===== config.mk =====
export PLATFORM = sky130hd
export DESIGN_NAME = mpmp_minacc
export DESIGN_NICKNAME = d
export VERILOG_FILES = /design/src/min_plus_matrix_power_assert.svh /design/src/mpmp_pkg.sv /design/src/mpmp_minacc.sv
export SDC_FILE = /design/constraint.sdc
export NUM_CORES = 1
export LEC_CHECK = 0
export BUFFER_PORTS_ARGS = -buffer_cell sky130_fd_sc_hd__buf_2
export CAP_MARGIN = 20
export CORE_UTILIZATION = 61
export DETAILED_ROUTE_END_ITERATION = 16
export PLACE_DENSITY = 0.88
export SYNTH_ARGS = -nofsm -noshare
export SYNTH_HDL_FRONTEND = slang
export SYNTH_SLANG_ARGS = --single-unit

===== constraint.sdc =====
create_clock -name clk -period 13.9 [get_ports clk]
set_clock_uncertainty 0.15 [all_clocks]
set_input_delay 0.695 -clock clk [delete_from_list [all_inputs] [get_ports clk]]
set_output_delay 0.695 -clock clk [all_outputs]
set_load 0.02 [all_outputs]

===== src/min_plus_matrix_power_assert.svh =====
// Assertion macros for the min-plus matrix power block.
`ifndef MIN_PLUS_MATRIX_POWER_ASSERT_SVH
`define MIN_PLUS_MATRIX_POWER_ASSERT_SVH

// Same-cycle implication, checked outside reset.
`define MPMP_ASSERT_NOW(label, ante, cons, msg) \
  label: assert property (@(posedge clk) disable iff (!rst_n) (ante) |-> (cons)) \
    else $error(msg);

// Next-cycle implication, checked outside reset.
`define MPMP_ASSERT_NEXT(label, ante, cons, msg) \
  label: assert property (@(posedge clk) disable iff (!rst_n) (ante) |=> (cons)) \
    else $error(msg);

`endif


===== src/mpmp_pkg.sv =====
// Shared types and codes for the min-plus matrix power block.
`timescale 1ns / 1ps
package mpmp_pkg;

  localparam int EntryW  = 25;
  localparam int WeightW = 24;

  typedef logic [EntryW-1:0] entry_t;

  localparam logic [1:0] OP_WRITE   = 2'd0;
  localparam logic [1:0] OP_COMPUTE = 2'd1;
  localparam logic [1:0] OP_READ    = 2'd2;

  localparam logic CFG_VERTEX_COUNT = 1'b0;
  localparam logic CFG_POWER        = 1'b1;

  // Control travelling with each read beat into the min-plus accumulator.
  typedef struct packed {
    logic valid;
    logic first;
    logic last;
    logic is_copy;
  } acc_ctl_t;

endpackage


===== src/mpmp_minacc.sv =====
// Min-plus accumulator: saturating add of two entries and running minimum, or x passed through on copy beats.
`timescale 1ns / 1ps
module mpmp_minacc (
  input  logic              clk,
  input  mpmp_pkg::acc_ctl_t ctl,
  input  mpmp_pkg::entry_t  x,
  input  mpmp_pkg::entry_t  y,
  output mpmp_pkg::entry_t  wr_data
);
  import mpmp_pkg::*;

  entry_t              acc_r;
  entry_t              best;
  logic [WeightW:0]    sum;
  logic [WeightW-1:0]  sat;
  logic                term;

  always_comb begin
    sum  = {1'b0, x[WeightW-1:0]} + {1'b0, y[WeightW-1:0]};
    sat  = sum[WeightW] ? {WeightW{1'b1}} : sum[WeightW-1:0];
    term = x[WeightW] & y[WeightW];
    if (ctl.first) begin
      best = term ? {1'b1, sat} : '0;
    end else if (term && (!acc_r[WeightW] || sat < acc_r[WeightW-1:0])) begin
      best = {1'b1, sat};
    end else begin
      best = acc_r;
    end
    wr_data = ctl.is_copy ? x : best;
  end

  always_ff @(posedge clk) begin
    if (ctl.valid) begin
      acc_r <= best;
    end
  end

endmodule


==> key figures <==
Floorplanning
  – Die Height: between 80 and 90 µm
  – Die ar.: approximately 6500 µm²
  – Die width: slightly above 80 µm
  – Boundary Pins: 80
  – Core footprint: approximately 5900 µm²
  – FP Rows: 28
  – Initial Util: a little under two thirds

Routing
  – Drt first pass iters: 5
  – Initial drt markers: 311
  – Vias post-DR: approximately 4,000
  – DRC violations left: 0
  – Drt total wl: 10.92 mm
  – Antenna viol nets, final: 0
  – Via density per instance: slightly below 7
  – Routed wire per std cell: 18.15 µm

Clocking
  – Post-CTS Setup Bufs: 0
  – Clock transition at the registers of the reported paths: roughly 0.11 ns
  – H-tree levels: 1
  – Cts repair resizes: 0
  – Clock buffer depth: 2
  – Clock sink count: 25
  – CTS root buf: clkbuf_8
  – # hold bufs at CTS: 0
  – CTS tree: built
  – Total CTS buffers: 3
  – Clock Latency Late Sink: around 0.29 ns

Logic synthesis
  – Main synth FF type: edfxtp_1
  – Dominant cell type by area after synthesis: edfxtp_1
  – Unique masters post-synth: 65
  – Post-Synth Adder-Cell Area: 16.21%
  – Synth warnings: 0
  – Mapped cell area: ~3800 µm²
  – Total nets after synthesis: ~560
  – Largest family of logic cells by synthesized area: compound AO/OA/AOI/OAI gates
  – Synth Area in Simple Gates: between 20% and 30%
  – Syn Inst Count: roughly 450
  – Post-synthesis sequential area ratio: approximately a fifth
  – Post-synth EDFFs: 25
  – Top post-synthesis cells by area: edfxtp_1 (20%), ha_1 (16%), inv_1 (4.6%)
  – Post-synthesis compound-gate area fraction: between 30% and 40%
  – Mux cell area share after synthesis: between 5 and 6%
  – Avg Cell Area, Syn: between 8 and 9 µm²
  – Xor/xnor cell area share of the yosys netlist: under 10%
  – Top-area cell type share of the netlist area: between 20% and 30%
  – Async set-reset flop share out of synthesis: 0%
  – #FFs+latches synth: 25

Timing
  – Final setup fails: 0
  – RSZ-0062 raised after global routing: no
  – Tcrit/Tclk final: 51.94%
  – Post-route setup slack: around 6.7 ns
  – Worst Max-Slew Pin Slew: between 0.9 and 1 ns
  – TNS Setup: 0 ns
  – Max transition margin: between 30% and 40%
  – Min Clock Period, post-route: about 7.2 ns
  – Number of max-slew violations in the final report: 0
  – Fmax: around 140 MHz
  – Hold Fails Final Rpt: 0

Finish
  – Register Area: 750.7 µm²
  – Max reg flops: 25
  – Biggest regs: acc_r (25)
  – Non-filler cells, final: approximately 600
  – Layout cells sized above 1: 22.20%
  – Diode count: 0
  – Layout fillers: slightly above 500
  – Area grow syn2layout: 13.24%
  – Fin util: between 70% and 80%
  – Top reg by flops: acc_r
  – Final net count: between 600 and 700
  – Multi-input logic area: 2770 µm²

Min path
  – Hold EP: acc_r[23]$_DFFE_PP_
  – Worst hold path class: reg2reg
  – Hold path depth: 1
  – Min-delay src: acc_r[23]$_DFFE_PP_

Status
  – Status: completed

Power
  – Maximum VDD drop: just under 0.05 mV
  – PwrDens: approximately 90 nW/µm²
  – Cell leakage power: about 1.9 nW

Global routing
  – Vias in the first global route: between 3,000 and 4,000
  – First-pass GRT wire length: approximately 17 mm
  – Largest net degree at the start of global routing: 26
  – GRT overflow: 0
  – Initial antenna violation count: 0
  – Total GRT Usage: between 30% and 40%

Critical path
  – Worst path required time: 13.06 ns
  – CP Max Fanout: 15
  – CP Capture Type: output pin
  – FF-to-FF End: acc_r[9]$_DFFE_PP_
  – FF-to-FF setup slack: between 10 and 15 ns
  – Number of cells on the worst reg-to-reg path: 9
  – Crit path launch type: primary input
  – Crit Reg-Reg Startpoint: acc_r[21]$_DFFE_PP_
  – Setup CP Type: in2out
  – CP arrival: approximately 6.4 ns

Place
  – Routability congestion estimate: 0.9245
  – HPWL after detailed placement: roughly 8.4 mm
  – Port Buf Inserts: 78
  – Dpl ws: around 6.8 ns
  – Placed Cells: ~600

Job
  – Max Cap Viol: 0
-- where the power goes --
part	switching (mW)	total (mW)	internal, mW
Clock	0.0293	0.0498	0.0205
Combinational	0.139	0.232	0.0924
Sequential	0.00448	0.102	0.0976
Total	0.173	0.383	0.210
-- cell usage in the layout, fill, tap and decap left out, types with 5 or more instances in the layout --
cell type / count
a211o_1: 5
a211oi_1: 8
a21o_1: 11
a21oi_1: 26
a22o_1: 8
and2_1: 5
and3_1: 8
buf_2: 78
edfxtp_1: 25
ha_1: 47
inv_1: 46
mux2_2: 14
nand2_1: 34
nand3_1: 17
nand4_1: 6
nor2_1: 28
nor3_1: 19
o211ai_1: 5
o21a_1: 5
o21ai_0: 16
o221ai_1: 5
o22ai_1: 14
or3_1: 8
xor2_1: 5
-- worst max-delay path, stage by stage --
cell     delay [ns]
buf_2          0.10
ha_1           0.34
a21o_1         0.29
o21ai_0        0.39
o21ai_0        0.32
o21ai_2        0.52
nand2_1        0.35
nor3_1         0.41
inv_1          0.08
ha_1           0.35
nand4_1        0.17
nor3_1         0.32
o311a_1        0.29
nor3_1         0.10
a31oi_2        0.83
nor2_1         0.25
a221o_1        0.40
buf_2          0.16
-- cell usage after synthesis (3+ instances only) --
master      n
nor2_1     28
a31oi_1     4
o2111ai_1   3
nand2_1    34
nand2b_1    3
a22o_1      8
nand3b_1    4
o22ai_1    14
o221ai_1    5
a21oi_1    26
buf_2       5
xor2_1      5
nand4_1     6
o31a_1      3
a221o_1     4
or3b_2      3
mux2_2     14
ha_1       47
o311ai_0    4
inv_1      46
a211o_1     5
o21ai_0    16
and2_1      5
or2_2       4
and3_1      8
or3_1       8
a21o_1     11
o31ai_1     3
a211oi_1    8
o21a_1      5
nor3_1     19
mux2i_1     3
nand3_1    17
o211ai_1    5
clkbuf_1    6
edfxtp_1   25
nor2b_1     4
-- final cells by class --
| class | instances | area share (%) |
|---|---|---|
| sequential | 25 | 17.67 |
| clock inverter | 1 | 0.1767 |
| tap | 75 | 2.208 |
| clock buffer | 3 | 0.9717 |
| timing repair buffer | 81 | 9.717 |
| multi-input combinational | 371 | 65.19 |
| inverter | 46 | 4.064 |
-- cells by family after synthesis --
group | Yosys count
and+or+nand+nor | 150
buffers and inverters | 58
DFF | 25
AOI/OAI and AO/OA | 149
muxes | 17
xor gates and xnor gates | 7
adders and majority gates | 48
-- stage by stage --
| step | hold slack (ns) | power, mW | cell area (µm²) |
|---|---|---|---|
| 2_1_floorplan | 0.3871 | 0.2677 | 3752 |
| 4_1_cts | 0.4433 | 0.3803 | 4249 |
| 3_3_place_gp | 0.4100 | 0.3232 | 4200 |
| 6_report | 0.4458 | 0.3835 | 4249 |
| 5_1_grt | 0.4638 | 0.4104 | 4249 |
| 3_5_place_dp | 0.4129 | 0.3306 | 4200 |
-- metal layers --
layer	GRT usage, %	vias up	share of wire, %
met2	64.15	224	49
met4	18.57	0	4.5
met5	0	-	0
met1	39.61	1884	40
met3	3.523	44	7.1
li1	-	1905	-
-- how the worst max path moves through the flow --
stage / from / end / depth (start not counted)
floorplan: y[10] / wr_data[14] / 17
finish: y[14] / wr_data[15] / 18
detailed placement: y[14] / wr_data[19] / 18
CTS: y[14] / wr_data[15] / 18
global route: y[14] / wr_data[15] / 18
global placement: y[12] / wr_data[15] / 18
Power figures use the tool's default switching activity.
